<file path="src/hw/rtl/piecewise_linear_setpoint_unit_assert.svh">
// Assertion macros shared by the setpoint unit's RTL files.
`ifndef PIECEWISE_LINEAR_SETPOINT_UNIT_ASSERT_SVH
`define PIECEWISE_LINEAR_SETPOINT_UNIT_ASSERT_SVH

// Same-cycle implication, disabled while reset is asserted.
`define PLS_ASSERT_IMPL(name, clk_sig, rst_sig, ante, cons) \
    name: assert property (@(posedge clk_sig) disable iff (!rst_sig) (ante) |-> (cons)) \
        else $error("setpoint unit assertion failed");

// Next-cycle implication, disabled while reset is asserted.
`define PLS_ASSERT_NEXT(name, clk_sig, rst_sig, ante, cons) \
    name: assert property (@(posedge clk_sig) disable iff (!rst_sig) (ante) |=> (cons)) \
        else $error("setpoint unit assertion failed");

`endif

</file>
<file path="src/hw/rtl/pls_pkg.sv">
// Types and constants shared by the piecewise linear setpoint unit.
package pls_pkg;

    localparam int PT_W      = 16;        // width of a breakpoint time or temperature
    localparam int ENTRY_W   = 2 * PT_W;  // one table entry: time above, temperature below
    localparam int CNT_W     = 5;         // width of the point count register
    localparam int IDX_IN_W  = 4;         // width of the point_index field
    localparam int MIN_W     = 11;        // whole minutes of a 16-bit seconds value

    // Division by 60 as a multiplication by 2^21 / 60, rounded up, then a shift right by MIN_SHIFT.
    localparam logic [PT_W-1:0] MIN_RECIP = 16'd34953;
    localparam int              MIN_SHIFT = 21;

    // Restoring division: one quotient bit per step.
    localparam int DIV_STEPS = PT_W;
    localparam int DIV_CNT_W = $clog2(DIV_STEPS);

    localparam logic [CNT_W-1:0] COUNT_RESET = 5'd2;

    localparam logic FUNC_WRITE = 1'b0;
    localparam logic FUNC_QUERY = 1'b1;

    typedef enum logic [2:0] {
        ST_IDLE,
        ST_MINUTE,
        ST_CHECK,
        ST_SCAN,
        ST_MULT,
        ST_DIVIDE,
        ST_FINAL
    } state_t;

    typedef enum logic [2:0] {
        RES_END,
        RES_HEAD,
        RES_LAST,
        RES_PREV,
        RES_INTERP
    } res_sel_t;

    typedef struct packed {
        logic     load_query;
        logic     write_point;
        logic     calc_minute;
        logic     scan_begin;
        logic     scan_next;
        logic     seg_load;
        logic     mult_load;
        logic     div_step;
        logic     result;
        res_sel_t res_sel;
    } pls_cmd_t;

    typedef struct packed {
        logic out_range;
        logic eq_first;
        logic eq_last;
        logic seg_hit;
        logic node_hit;
        logic flat;
        logic scan_end;
        logic div_last;
    } pls_status_t;

endpackage

</file>
<file path="src/hw/rtl/piecewise_linear_setpoint_unit.sv">
// Top level of the piecewise linear (ramp and soak) setpoint unit.
//
//  Channel   Signals                                       Transaction completes
//  --------  --------------------------------------------  -------------------------------
//  command   start, busy, func, point_index,               rising edge with start high and
//            point_minutes, point_degrees, elapsed_seconds busy low
//  result    result_valid, setpoint, out_of_profile        every edge that ends a cycle
//                                                          with result_valid high
//  config    cfg_valid, cfg_ready, cfg_data                rising edge with cfg_valid and
//                                                          cfg_ready both high
//
// A write transaction stores its breakpoint in the accepting cycle and leaves busy low.
// A query holds busy high while the controller walks the table, one entry per cycle through
// the single read port: the result comes from the check against the first and last entries at
// the earliest, and from the scan and the 16-step divider when it has to interpolate, the walk
// covering the point count clamped to the range 2 to MAX_POINTS.
// Reset clears the controller and sets point_count to 2; the breakpoint table is not cleared.
// The receiver cannot stall, so each result is shown for exactly one cycle.
`include "piecewise_linear_setpoint_unit_assert.svh"

module piecewise_linear_setpoint_unit
    import pls_pkg::*;
#(
    parameter int MAX_POINTS = 16
) (
    input  logic                clk,
    input  logic                rst_n,

    input  logic                start,
    output logic                busy,
    input  logic                func,
    input  logic [IDX_IN_W-1:0] point_index,
    input  logic [PT_W-1:0]     point_minutes,
    input  logic [PT_W-1:0]     point_degrees,
    input  logic [PT_W-1:0]     elapsed_seconds,

    output logic                result_valid,
    output logic [PT_W-1:0]     setpoint,
    output logic                out_of_profile,

    input  logic                cfg_valid,
    output logic                cfg_ready,
    input  logic [CNT_W-1:0]    cfg_data
);

    pls_cmd_t    cmd;
    pls_status_t status;

    // The count register can be written at any time; the user keeps to idle periods.
    assign cfg_ready = 1'b1;

    // The controller only sequences; all table accesses and arithmetic sit in the datapath.
    pls_ctrl u_ctrl (
        .clk    (clk),
        .rst_n  (rst_n),
        .start  (start),
        .func   (func),
        .status (status),
        .busy   (busy),
        .cmd    (cmd)
    );

    pls_datapath #(
        .MAX_POINTS (MAX_POINTS)
    ) u_datapath (
        .clk             (clk),
        .rst_n           (rst_n),
        .cmd             (cmd),
        .status          (status),
        .cfg_valid       (cfg_valid && cfg_ready),
        .cfg_data        (cfg_data),
        .point_index     (point_index),
        .point_minutes   (point_minutes),
        .point_degrees   (point_degrees),
        .elapsed_seconds (elapsed_seconds),
        .result_valid    (result_valid),
        .setpoint        (setpoint),
        .out_of_profile  (out_of_profile)
    );

    // A result only ever closes a query, so the unit was busy in the cycle before it.
    `PLS_ASSERT_IMPL(a_result_after_busy, clk, rst_n, result_valid, $past(busy))
    // Two queries cannot finish in adjacent cycles.
    `PLS_ASSERT_NEXT(a_result_single_cycle, clk, rst_n, result_valid, !result_valid)
    // An answer outside the profile carries a zero setpoint.
    `PLS_ASSERT_IMPL(a_end_zero_setpoint, clk, rst_n, result_valid && out_of_profile, setpoint == '0)
    // A breakpoint write completes in the cycle that accepts it.
    `PLS_ASSERT_NEXT(a_write_stays_idle, clk, rst_n, start && !busy && (func == FUNC_WRITE), !busy)

endmodule

</file>
<file path="src/hw/rtl/pls_ram.sv">
// Generic single-write, single-read RAM with registered read data.
module pls_ram #(
    parameter int WIDTH = 32,
    parameter int DEPTH = 16
) (
    input  logic                     clk,
    input  logic                     we,
    input  logic [$clog2(DEPTH)-1:0] waddr,
    input  logic [WIDTH-1:0]         wdata,
    input  logic                     re,
    input  logic [$clog2(DEPTH)-1:0] raddr,
    output logic [WIDTH-1:0]         rdata
);

    logic [WIDTH-1:0] mem [DEPTH];
    logic [WIDTH-1:0] rdata_reg;

    always_ff @(posedge clk)
    begin
        if (we)
        begin
            mem[waddr] <= wdata;
        end
        if (re)
        begin
            rdata_reg <= mem[raddr];
        end
    end

    assign rdata = rdata_reg;

endmodule

</file>
<file path="src/hw/rtl/pls_ctrl.sv">
// Controller state machine of the setpoint unit.
module pls_ctrl
    import pls_pkg::*;
(
    input  logic        clk,
    input  logic        rst_n,
    input  logic        start,
    input  logic        func,
    input  pls_status_t status,
    output logic        busy,
    output pls_cmd_t    cmd
);

    state_t state_reg;
    state_t state_next;

    always_ff @(posedge clk or negedge rst_n)
    begin
        if (!rst_n)
        begin
            state_reg <= ST_IDLE;
        end
        else
        begin
            state_reg <= state_next;
        end
    end

    always_comb
    begin
        state_next = state_reg;
        cmd        = '0;
        cmd.res_sel = RES_END;
        unique case (state_reg)
            ST_IDLE:
            begin
                if (start)
                begin
                    if (func == FUNC_QUERY)
                    begin
                        cmd.load_query = 1'b1;
                        state_next     = ST_MINUTE;
                    end
                    else
                    begin
                        cmd.write_point = 1'b1;
                    end
                end
            end
            ST_MINUTE:
            begin
                cmd.calc_minute = 1'b1;
                state_next      = ST_CHECK;
            end
            ST_CHECK:
            begin
                priority if (status.out_range)
                begin
                    cmd.result  = 1'b1;
                    cmd.res_sel = RES_END;
                    state_next  = ST_IDLE;
                end
                else if (status.eq_first)
                begin
                    cmd.result  = 1'b1;
                    cmd.res_sel = RES_HEAD;
                    state_next  = ST_IDLE;
                end
                else if (status.eq_last)
                begin
                    cmd.result  = 1'b1;
                    cmd.res_sel = RES_LAST;
                    state_next  = ST_IDLE;
                end
                else
                begin
                    cmd.scan_begin = 1'b1;
                    state_next     = ST_SCAN;
                end
            end
            ST_SCAN:
            begin
                priority if (status.seg_hit && (status.node_hit || status.flat))
                begin
                    cmd.result  = 1'b1;
                    cmd.res_sel = RES_PREV;
                    state_next  = ST_IDLE;
                end
                else if (status.seg_hit)
                begin
                    cmd.seg_load = 1'b1;
                    state_next   = ST_MULT;
                end
                else if (status.scan_end)
                begin
                    // Times that do not increase can leave the minute in no segment.
                    cmd.result  = 1'b1;
                    cmd.res_sel = RES_END;
                    state_next  = ST_IDLE;
                end
                else
                begin
                    cmd.scan_next = 1'b1;
                end
            end
            ST_MULT:
            begin
                cmd.mult_load = 1'b1;
                state_next    = ST_DIVIDE;
            end
            ST_DIVIDE:
            begin
                cmd.div_step = 1'b1;
                if (status.div_last)
                begin
                    state_next = ST_FINAL;
                end
            end
            ST_FINAL:
            begin
                cmd.result  = 1'b1;
                cmd.res_sel = RES_INTERP;
                state_next  = ST_IDLE;
            end
            default:
            begin
                state_next = ST_IDLE;
            end
        endcase
    end

    assign busy = (state_reg != ST_IDLE);

endmodule

</file>
<file path="src/hw/rtl/pls_datapath.sv">
// Datapath of the setpoint unit: profile table, segment search and interpolation.
`include "piecewise_linear_setpoint_unit_assert.svh"

module pls_datapath
    import pls_pkg::*;
#(
    parameter int MAX_POINTS = 16
) (
    input  logic                clk,
    input  logic                rst_n,
    input  pls_cmd_t            cmd,
    output pls_status_t         status,
    input  logic                cfg_valid,
    input  logic [CNT_W-1:0]    cfg_data,
    input  logic [IDX_IN_W-1:0] point_index,
    input  logic [PT_W-1:0]     point_minutes,
    input  logic [PT_W-1:0]     point_degrees,
    input  logic [PT_W-1:0]     elapsed_seconds,
    output logic                result_valid,
    output logic [PT_W-1:0]     setpoint,
    output logic                out_of_profile
);

    localparam int IDX_W = $clog2(MAX_POINTS);

    logic [CNT_W-1:0]     point_count_reg;
    logic [IDX_W-1:0]     last_idx;

    logic                 ram_we;
    logic [IDX_W-1:0]     ram_waddr;
    logic                 ram_re;
    logic [IDX_W-1:0]     ram_raddr;
    logic [ENTRY_W-1:0]   ram_rdata;
    logic [PT_W-1:0]      rd_time;
    logic [PT_W-1:0]      rd_deg;

    logic [PT_W-1:0]      secs_reg;
    logic [MIN_W-1:0]     minute_reg;
    logic [PT_W-1:0]      minute_ext;
    logic [2*PT_W-1:0]    min_prod;
    logic [PT_W-1:0]      last_time_reg;
    logic [PT_W-1:0]      last_deg_reg;
    logic [PT_W-1:0]      prev_time_reg;
    logic [PT_W-1:0]      prev_deg_reg;
    logic [IDX_W-1:0]     cur_idx_reg;

    logic [PT_W-1:0]      d0_reg;
    logic                 rise_reg;
    logic [PT_W-1:0]      dd_reg;
    logic [PT_W-1:0]      dmin_reg;
    logic [PT_W-1:0]      dtime_reg;
    logic [2*PT_W-1:0]    seg_prod;
    logic [PT_W-1:0]      rem_reg;
    logic [PT_W-1:0]      quo_reg;
    logic [DIV_CNT_W-1:0] div_cnt_reg;
    logic [PT_W:0]        trial;
    logic                 trial_ge;

    logic                 result_valid_reg;
    logic [PT_W-1:0]      setpoint_reg;
    logic                 eop_reg;
    logic [PT_W-1:0]      setpoint_next;
    logic                 eop_next;
    logic [PT_W-1:0]      interp;

    // Point count, clamped to the range the table supports.
    always_ff @(posedge clk or negedge rst_n)
    begin
        if (!rst_n)
        begin
            point_count_reg <= COUNT_RESET;
        end
        else if (cfg_valid)
        begin
            point_count_reg <= cfg_data;
        end
    end

    always_comb
    begin
        if (point_count_reg < CNT_W'(2))
        begin
            last_idx = IDX_W'(1);
        end
        else if (32'(point_count_reg) > MAX_POINTS)
        begin
            last_idx = IDX_W'(MAX_POINTS - 1);
        end
        else
        begin
            last_idx = IDX_W'(32'(point_count_reg) - 32'd1);
        end
    end

    // Table port control. Writes outside the table are dropped.
    assign ram_we    = cmd.write_point && (32'(point_index) < MAX_POINTS);
    assign ram_waddr = IDX_W'(point_index);
    assign ram_re    = cmd.load_query || cmd.calc_minute || cmd.scan_begin || cmd.scan_next;

    always_comb
    begin
        priority if (cmd.load_query)
        begin
            ram_raddr = last_idx;
        end
        else if (cmd.calc_minute)
        begin
            ram_raddr = '0;
        end
        else if (cmd.scan_begin)
        begin
            ram_raddr = IDX_W'(1);
        end
        else
        begin
            ram_raddr = IDX_W'(cur_idx_reg + 1'b1);
        end
    end

    pls_ram #(
        .WIDTH (ENTRY_W),
        .DEPTH (MAX_POINTS)
    ) u_table (
        .clk   (clk),
        .we    (ram_we),
        .waddr (ram_waddr),
        .wdata ({point_minutes, point_degrees}),
        .re    (ram_re),
        .raddr (ram_raddr),
        .rdata (ram_rdata)
    );

    assign rd_time = ram_rdata[ENTRY_W-1:PT_W];
    assign rd_deg  = ram_rdata[PT_W-1:0];

    assign min_prod   = 32'(secs_reg) * 32'(MIN_RECIP);
    assign minute_ext = PT_W'(minute_reg);
    assign seg_prod   = 32'(dd_reg) * 32'(dmin_reg);

    // One step of restoring division: the remainder stays below the divisor.
    assign trial    = {rem_reg, quo_reg[PT_W-1]};
    assign trial_ge = (trial >= {1'b0, dtime_reg});

    always_ff @(posedge clk)
    begin
        if (cmd.load_query)
        begin
            secs_reg <= elapsed_seconds;
        end
        if (cmd.calc_minute)
        begin
            minute_reg    <= min_prod[MIN_SHIFT +: MIN_W];
            last_time_reg <= rd_time;
            last_deg_reg  <= rd_deg;
        end
        if (cmd.scan_begin || cmd.scan_next)
        begin
            prev_time_reg <= rd_time;
            prev_deg_reg  <= rd_deg;
        end
        if (cmd.scan_begin)
        begin
            cur_idx_reg <= IDX_W'(1);
        end
        else if (cmd.scan_next)
        begin
            cur_idx_reg <= IDX_W'(cur_idx_reg + 1'b1);
        end
        if (cmd.seg_load)
        begin
            d0_reg    <= prev_deg_reg;
            rise_reg  <= (rd_deg > prev_deg_reg);
            dd_reg    <= (rd_deg > prev_deg_reg) ? (rd_deg - prev_deg_reg)
                                                 : (prev_deg_reg - rd_deg);
            dmin_reg  <= minute_ext - prev_time_reg;
            dtime_reg <= rd_time - prev_time_reg;
        end
        if (cmd.mult_load)
        begin
            rem_reg <= seg_prod[2*PT_W-1:PT_W];
            quo_reg <= seg_prod[PT_W-1:0];
        end
        else if (cmd.div_step)
        begin
            rem_reg <= trial_ge ? PT_W'(trial - {1'b0, dtime_reg}) : trial[PT_W-1:0];
            quo_reg <= {quo_reg[PT_W-2:0], trial_ge};
        end
        if (cmd.result)
        begin
            setpoint_reg <= setpoint_next;
            eop_reg      <= eop_next;
        end
    end

    always_ff @(posedge clk or negedge rst_n)
    begin
        if (!rst_n)
        begin
            div_cnt_reg      <= '0;
            result_valid_reg <= 1'b0;
        end
        else
        begin
            if (cmd.mult_load)
            begin
                div_cnt_reg <= '0;
            end
            else if (cmd.div_step)
            begin
                div_cnt_reg <= DIV_CNT_W'(div_cnt_reg + 1'b1);
            end
            result_valid_reg <= cmd.result;
        end
    end

    assign interp = rise_reg ? PT_W'(d0_reg + quo_reg) : PT_W'(d0_reg - quo_reg);

    always_comb
    begin
        setpoint_next = '0;
        eop_next      = 1'b0;
        unique case (cmd.res_sel)
            RES_END:
            begin
                eop_next = 1'b1;
            end
            RES_HEAD:   setpoint_next = rd_deg;
            RES_LAST:   setpoint_next = last_deg_reg;
            RES_PREV:   setpoint_next = prev_deg_reg;
            RES_INTERP: setpoint_next = interp;
            default:
            begin
                eop_next = 1'b1;
            end
        endcase
    end

    assign status.out_range = (minute_ext > last_time_reg) || (minute_ext < rd_time);
    assign status.eq_first  = (minute_ext == rd_time);
    assign status.eq_last   = (minute_ext == last_time_reg);
    assign status.seg_hit   = (prev_time_reg <= minute_ext) && (minute_ext < rd_time);
    assign status.node_hit  = (minute_ext == prev_time_reg);
    assign status.flat      = (prev_deg_reg == rd_deg);
    assign status.scan_end  = (cur_idx_reg == last_idx);
    assign status.div_last  = (div_cnt_reg == DIV_CNT_W'(DIV_STEPS - 1));

    assign result_valid   = result_valid_reg;
    assign setpoint       = setpoint_reg;
    assign out_of_profile = eop_reg;

    `PLS_ASSERT_IMPL(a_rem_below_divisor, clk, rst_n, cmd.div_step, rem_reg < dtime_reg)

endmodule
</file>
<file path="config.mk">
export PLATFORM = sky130hd
export DESIGN_NAME = piecewise_linear_setpoint_unit
export DESIGN_NICKNAME = d
export VERILOG_FILES = /design/src/hw/rtl/pls_pkg.sv /design/src/hw/rtl/piecewise_linear_setpoint_unit.sv /design/src/hw/rtl/pls_ram.sv /design/src/hw/rtl/pls_ctrl.sv /design/src/hw/rtl/pls_datapath.sv
export VERILOG_INCLUDE_DIRS = /design/src /design/src/hw/rtl
export SDC_FILE = /design/constraint.sdc
export NUM_CORES = 2
export LEC_CHECK = 0
export BUFFER_PORTS_ARGS = -buffer_cell sky130_fd_sc_hd__clkbuf_2
export CORE_ASPECT_RATIO = 2
export CORE_MARGIN = 3
export CORE_UTILIZATION = 40
export DETAILED_ROUTE_END_ITERATION = 7
export PLACE_DENSITY = 0.6
export SLEW_MARGIN = 20
export SYNTH_ARGS = -nofsm -noshare
export SYNTH_HDL_FRONTEND = slang
export SYNTH_SLANG_ARGS = --single-unit
</file>
<file path="constraint.sdc">
create_clock -name clk -period 8.1 [get_ports clk]
set_input_delay 0.81 -clock clk [delete_from_list [all_inputs] [get_ports clk]]
set_output_delay 0.81 -clock clk [all_outputs]
set_load 0.02 [all_outputs]
</file>
* Yosys cells after proc, flatten, opt, wreduce, memory -nomap -nowiden
Memory sizes are Yosys's and may differ from the RTL's. A register that Yosys moved wholly into a read port is not among the register bits.
Cells that the tools add are included.
** Operators by class
- Add/subtract/negate cells :: 10
- $mul :: 2
- $lt $le $gt $ge :: 7
- Equality and inequality tests :: 20
- Mux-type cells :: 51
- Reductions and logical operators :: 13
** Operators by type and width (number)
- 16-bit 2-to-1 mux :: 7
- 16-bit subtractor :: 5
- 16-bit one-hot mux with 4 select lines :: 1
- 4-bit 2-to-1 mux :: 13
- 11-bit by 16-bit == test with 1-bit output :: 3
- 16-bit by 16-bit multiplier with 32-bit output :: 1
- 16-bit by 16-bit multiplier with 32-bit output (second input constant) :: 1
- 3-bit 2-to-1 mux :: 7
- 3-bit one-hot mux with 6 select lines :: 1
- 17-bit by 16-bit >= comparator with 1-bit output :: 1
- 16-bit adder :: 1
- 16-bit == test :: 1
- 11-bit by 16-bit > comparator with 1-bit output :: 1
- 16-bit > comparator :: 1
- 16-bit by 11-bit <= comparator with 1-bit output :: 1
- 11-bit by 16-bit less-than comparator with 1-bit output :: 1
- 11-bit by 16-bit subtractor with 16-bit output :: 1
- 1-bit 2-to-1 mux :: 15
- 3-bit by 2-bit == test with 1-bit output (second input constant) :: 4
- 3-bit == test (second input constant) :: 4
- 2-bit 2-to-1 mux :: 6
- 4-bit one-hot mux with 3 select lines :: 1
- 4-bit by 1-bit adder with 4-bit output (second input constant) :: 2
- 3-bit by 1-bit == test with 1-bit output (second input constant) :: 2
- other kinds (14) :: 22
** Word-level totals
- Register bits after elaboration :: 222
- RAM bits :: 512
- Bits of input ports :: 62
- Output and inout port bits :: 20
- Word-level logic and storage cells :: 124
- Memories kept :: 1
** Memory list
- u_datapath.u_table.mem :: words 16, width 32, rd ports 1, clocked after Yosys merged registers in 1, wr ports 1, line pls_ram.sv:15 : logic [WIDTH-1:0] mem [DEPTH];

* Depth between registers and ports, before layout
- Depth in word-level cells :: 11
- Mapped depth :: 24
- Mapped depth without buffers :: 23

* Cells and area by module
A second synthesis with hierarchy kept.
** Second synthesis, totals
- Cells, all modules :: 3280
- Area, all modules :: 44121.1 um2
** By module, submodules not included
- pls_datapath :: instances 1, cells an instance 2395, area each 23597.6 um2
- pls_ram :: instances 1, cells an instance 838, area each 20156.8 um2
- pls_ctrl :: instances 1, cells an instance 45, area each 355.3 um2
- piecewise_linear_setpoint_unit :: instances 1, cells an instance 2, area each 11.3 um2

* Worst setup path before layout
OpenSTA, ideal clock, no wires.
- Path kind :: reg2reg
- Start point :: register u_datapath.dmin_reg[7]
- End point :: register u_datapath.rem_reg[14] (data pin)
- Arrival :: 5929 ps
- Required time :: 7836 ps
- Slack :: 1907 ps
- Cell stages (with the launch flop) :: 22
- Period minus slack after synthesis :: 6193 ps
- Cell sequence :: edfxtp_1 > clkbuf_1 > nand2_1 > fa_1 > fa_1 > inv_1 > fa_1 > fa_1 > fa_1 > inv_1 > fa_1 > inv_1 > ha_1 > a21oi_1 > o21ai_0 > o41ai_1 > o2111ai_1 > a41oi_1 > o21ai_0 > a2111o_1 > a21oi_1 > nor3_1
** Between the ends
- Cells in the longest elaborated chain, start to end :: 2
** Ends and longest elaborated chain
- from (decl) :: line pls_datapath.sv:50 : logic [PT_W-1:0] dmin_reg;
- from (signal assigned) :: line pls_datapath.sv:175 : dmin_reg <= minute_ext - prev_time_reg;
- 16-bit by 16-bit multiplier with 32-bit output :: line pls_datapath.sv:138 : assign seg_prod = 32'(dd_reg) * 32'(dmin_reg);
- 16-bit 2-to-1 mux :: line pls_datapath.sv:178 : if (cmd.mult_load)
- to (signal assigned) :: line pls_datapath.sv:180 : rem_reg <= seg_prod[2*PT_W-1:PT_W];
- to (signal assigned) :: line pls_datapath.sv:185 : rem_reg <= trial_ge ? PT_W'(trial - {1'b0, dtime_reg}) : trial[PT_W-1:0];
- to (decl) :: line pls_datapath.sv:53 : logic [PT_W-1:0] rem_reg;
Every way passes these cells.
A chain may end at the register's enable or synchronous reset.

* Final worst setup path
- Start point :: register u_datapath.dd_reg[9]
- End point :: register u_datapath.rem_reg[14] (data pin)
** Between the ends
- Cells in the longest elaborated chain, start to end :: 2
** Ends and longest elaborated chain
- from (decl) :: line pls_datapath.sv:49 : logic [PT_W-1:0] dd_reg;
- from (signal assigned) :: line pls_datapath.sv:173 : dd_reg <= (rd_deg > prev_deg_reg) ? (rd_deg - prev_deg_reg)
- 16-bit by 16-bit multiplier with 32-bit output :: line pls_datapath.sv:138
- 16-bit 2-to-1 mux :: line pls_datapath.sv:178
Every way passes these cells.

==> metrics.txt <==
run status=finished, final reports clean; H-tree level count=3; synth top area cells=sky130_fd_sc_hd__edfxtp_1, sky130_fd_sc_hd__fa_1, sky130_fd_sc_hd__ha_1; sequential share of power=36.4%; worst min-delay path class=input port to async pin; clock skew=0.0185 ns; peak ir drop on the vdd network=0.383 mV; total number of vias=28476; Seq cells post-synth=766; nature of the critical path startpoint=register; Core Region=0.110 sq mm; CP startpoint=u_datapath.dd_reg[9]; overflow left after global routing=0; cts-stage hold buffer count=0; Die Y=477 um; # rows=172; flip-flop count of the largest register after layout=512; post-CTS repair timing setup buffer count=0; combinational share of power=40.4%; Final min period=6.69 ns; Psw=5.57 mW; final RePlAce weighted congestion=0.895; Slew headroom=30.5%; width of the chip=241 um; Yosys warning count=0; initial core utilization=40.3%; clock share of power=23.2%; WS Path Type=register to register; cell type contributing the most total cell area after synthesis=sky130_fd_sc_hd__edfxtp_1; number of unique standard cell types used by synthesis=75; timing-limited maximum frequency=149 MHz; Post-Synthesis Mean Instance Area=12.1 sq um; number of I/O pins=82; post-detailed-placement half-perimeter wirelength=83400 um; area share of the largest cell type after synthesis=50.7%; clock tree sinks=766; average wire per standard cell=22.1 um; layout cell share with drive strength beyond 1=7.30%; initial antenna violation count=2; final cycle utilization of the critical path=82.6%; Clock Tree Buf Depth=3; nature of the critical path endpoint=register; fillcell total=10033; Power, Total=14.5 mW; worst endpoint data arrival time=7.09 ns; GRT Util Overall=20.4%; Async SR Flop Fraction=1.70%; transition time at the pin with the least slew margin=1.04 ns; internal cell power=8.95 mW; vias in the first global route=30110; Final nets=4300; largest fanout on the critical path=16; Worst-path clk slew=0.08 ns; final-layout setup total negative slack=0 ns; leakage power=19.6 nW; required time at the endpoint of the critical path=8.49 ns; clock insertion delay at the later pin of the skew report=0.65 ns; register area share after synthesis=51.6%; synth-to-layout area growth=10.0%; largest net degree at the start of global routing=119; CTS tree=yes; root buffer cell=sky130_fd_sc_hd__clkbuf_16; number of detailed-routing iterations run before antenna repair=5; TritonCTS buffer count=67; pwr dens=298 mW/mm^2; area of the mapped netlist=0.0444 sq mm; final number of max-transition violations=0; die area=0.115 sq mm; global-route wire length before repair=176000 um; number of flops mapped to enable cells by yosys=749; maximum capacitance violations=0; top flip-flop cell by instance count after synthesis=sky130_fd_sc_hd__edfxtp_1; number of DRC markers in iteration 0=1587; FF-to-FF Start=u_datapath.dd_reg[9]; post-cts resize count=0; Vias/cell=5.44; post-synth net total=4253; Post-DRT Antenna Nets=0; aggregate routed wire length=116000 um; post-synthesis cell count=3657; net switching share of the total power=38.4%; RSZ-0062 raised after global routing=no; Port-buffer cells=80; DRC Markers=0; final hold vios=0; count of final setup violators=0
[through the flow]
step	utilization [%]	hold slack, ns	area, sq um	instances	setup WS (ns)
4_1_cts	44.4	0.0868	48800	5234	1.37
3_3_place_gp	42.3	0.465	46500	5114	1.40
3_5_place_dp	42.3	0.468	46500	5114	1.38
2_1_floorplan	-	0.450	44400	3657	1.91
5_1_grt	44.4	0.119	48800	5236	0.861
6_report	44.4	0.128	48800	5236	1.41
[critical path: stages (launching register included)]
cell and delay (ns):
sky130_fd_sc_hd__edfxtp_1 0.77, sky130_fd_sc_hd__nand2_1 0.17, sky130_fd_sc_hd__fa_1 0.56, sky130_fd_sc_hd__inv_1 0.05, sky130_fd_sc_hd__fa_1 0.55, sky130_fd_sc_hd__fa_1 0.43
sky130_fd_sc_hd__fa_1 0.46, sky130_fd_sc_hd__fa_1 0.50, sky130_fd_sc_hd__inv_1 0.05, sky130_fd_sc_hd__fa_1 0.47, sky130_fd_sc_hd__inv_1 0.04, sky130_fd_sc_hd__ha_1 0.33
sky130_fd_sc_hd__a21oi_1 0.19, sky130_fd_sc_hd__o21ai_0 0.10, sky130_fd_sc_hd__o41ai_1 0.31, sky130_fd_sc_hd__o21ai_0 0.21, sky130_fd_sc_hd__a41oi_1 0.34, sky130_fd_sc_hd__o21ai_0 0.23
sky130_fd_sc_hd__a2111o_1 0.44, sky130_fd_sc_hd__a21oi_1 0.15, sky130_fd_sc_hd__nor3_1 0.07
[placed cells by master, fill, tap and decap left out, types with 95 or more instances in the layout]
cell | netlist | routed
sky130_fd_sc_hd__mux2i_1 | 135 | 135
sky130_fd_sc_hd__o21ai_0 | 95 | 95
sky130_fd_sc_hd__nand2_1 | 391 | 390
sky130_fd_sc_hd__and2_1 | 120 | 119
sky130_fd_sc_hd__fa_1 | 219 | 219
sky130_fd_sc_hd__a221oi_1 | 130 | 130
sky130_fd_sc_hd__inv_1 | 409 | 408
sky130_fd_sc_hd__nor2_1 | 114 | 102
sky130_fd_sc_hd__ha_1 | 315 | 315
sky130_fd_sc_hd__a21oi_1 | 247 | 247
sky130_fd_sc_hd__edfxtp_1 | 749 | 749
[power groups by stage]
stage               Clock [mW]  Sequential [mW]  Combinational (mW)
floorplan                    0             5.23                4.08
global placement             0             5.37                5.87
detailed placement           0             5.38                5.93
CTS                       3.43             5.30                5.96
global route              3.57             5.32                6.50
finish                    3.36             5.29                5.87
[synth_stat cells (21+ instances only)]
cell / count
sky130_fd_sc_hd__a21o_1: 35
sky130_fd_sc_hd__a21oi_1: 247
sky130_fd_sc_hd__a221oi_1: 130
sky130_fd_sc_hd__and2_1: 120
sky130_fd_sc_hd__buf_2: 25
sky130_fd_sc_hd__clkbuf_1: 110
sky130_fd_sc_hd__edfxtp_1: 749
sky130_fd_sc_hd__fa_1: 219
sky130_fd_sc_hd__ha_1: 315
sky130_fd_sc_hd__inv_1: 409
sky130_fd_sc_hd__mux2i_1: 135
sky130_fd_sc_hd__nand2_1: 391
sky130_fd_sc_hd__nand3_1: 46
sky130_fd_sc_hd__nand4_1: 21
sky130_fd_sc_hd__nor2_1: 114
sky130_fd_sc_hd__nor3_1: 49
sky130_fd_sc_hd__o21ai_0: 95
sky130_fd_sc_hd__or4_1: 35
sky130_fd_sc_hd__xnor2_1: 63
sky130_fd_sc_hd__xor2_1: 44
[layout make-up]
| class | instances | area [sq um] | share of cell area [%] |
|---|---|---|---|
| antenna | 2 | 5.00 | 0.0103 |
| sequential | 766 | 22900 | 46.9 |
| tap | 1479 | 1850 | 3.79 |
| timing repair buffer | 122 | 741 | 1.52 |
| inverter | 409 | 1540 | 3.14 |
| clock buffer | 81 | 1810 | 3.71 |
| multi-input combinational | 2338 | 19500 | 40.0 |
| clock inverter | 39 | 460 | 0.943 |
[cells by family after synthesis]
logic type                 share of synthesized area [%]
buffers and inverters                               4.76
adders and majority gates                           18.8
muxes                                               3.35
other                                            0.00845
and+or+nand+nor                                     9.47
AOI/OAI and AO/OA                                   9.92
DFF                                                 51.6
xor gates and xnor gates                            2.11
[path summary, 6_finish.rpt]
kind | end | slack, ns | depth (start not counted)
setup / recovery | u_datapath.rem_reg[14] | 1.41 | 20
hold / removal | u_datapath.point_count_reg[3] | 0.13 | 1
setup reg to reg | u_datapath.rem_reg[14] | 1.41 | 20
hold reg to reg | u_datapath.d0_reg[15] | 0.48 | 0
max in group asynchronous | u_datapath.point_count_reg[1] | 7.61 | 1
min in group clk | u_datapath.secs_reg[14] | 0.34 | 1
[per-layer routing]
metal	GRT usage, %	up-vias	share of wire (%)
met5	0	-	0
met4	12.7	0	7.0
met3	2.42	291	3.5
met2	39.4	680	56
met1	20.2	14301	33
li1	-	13204	-
Note: power is estimated with default switching activity, not from simulation.
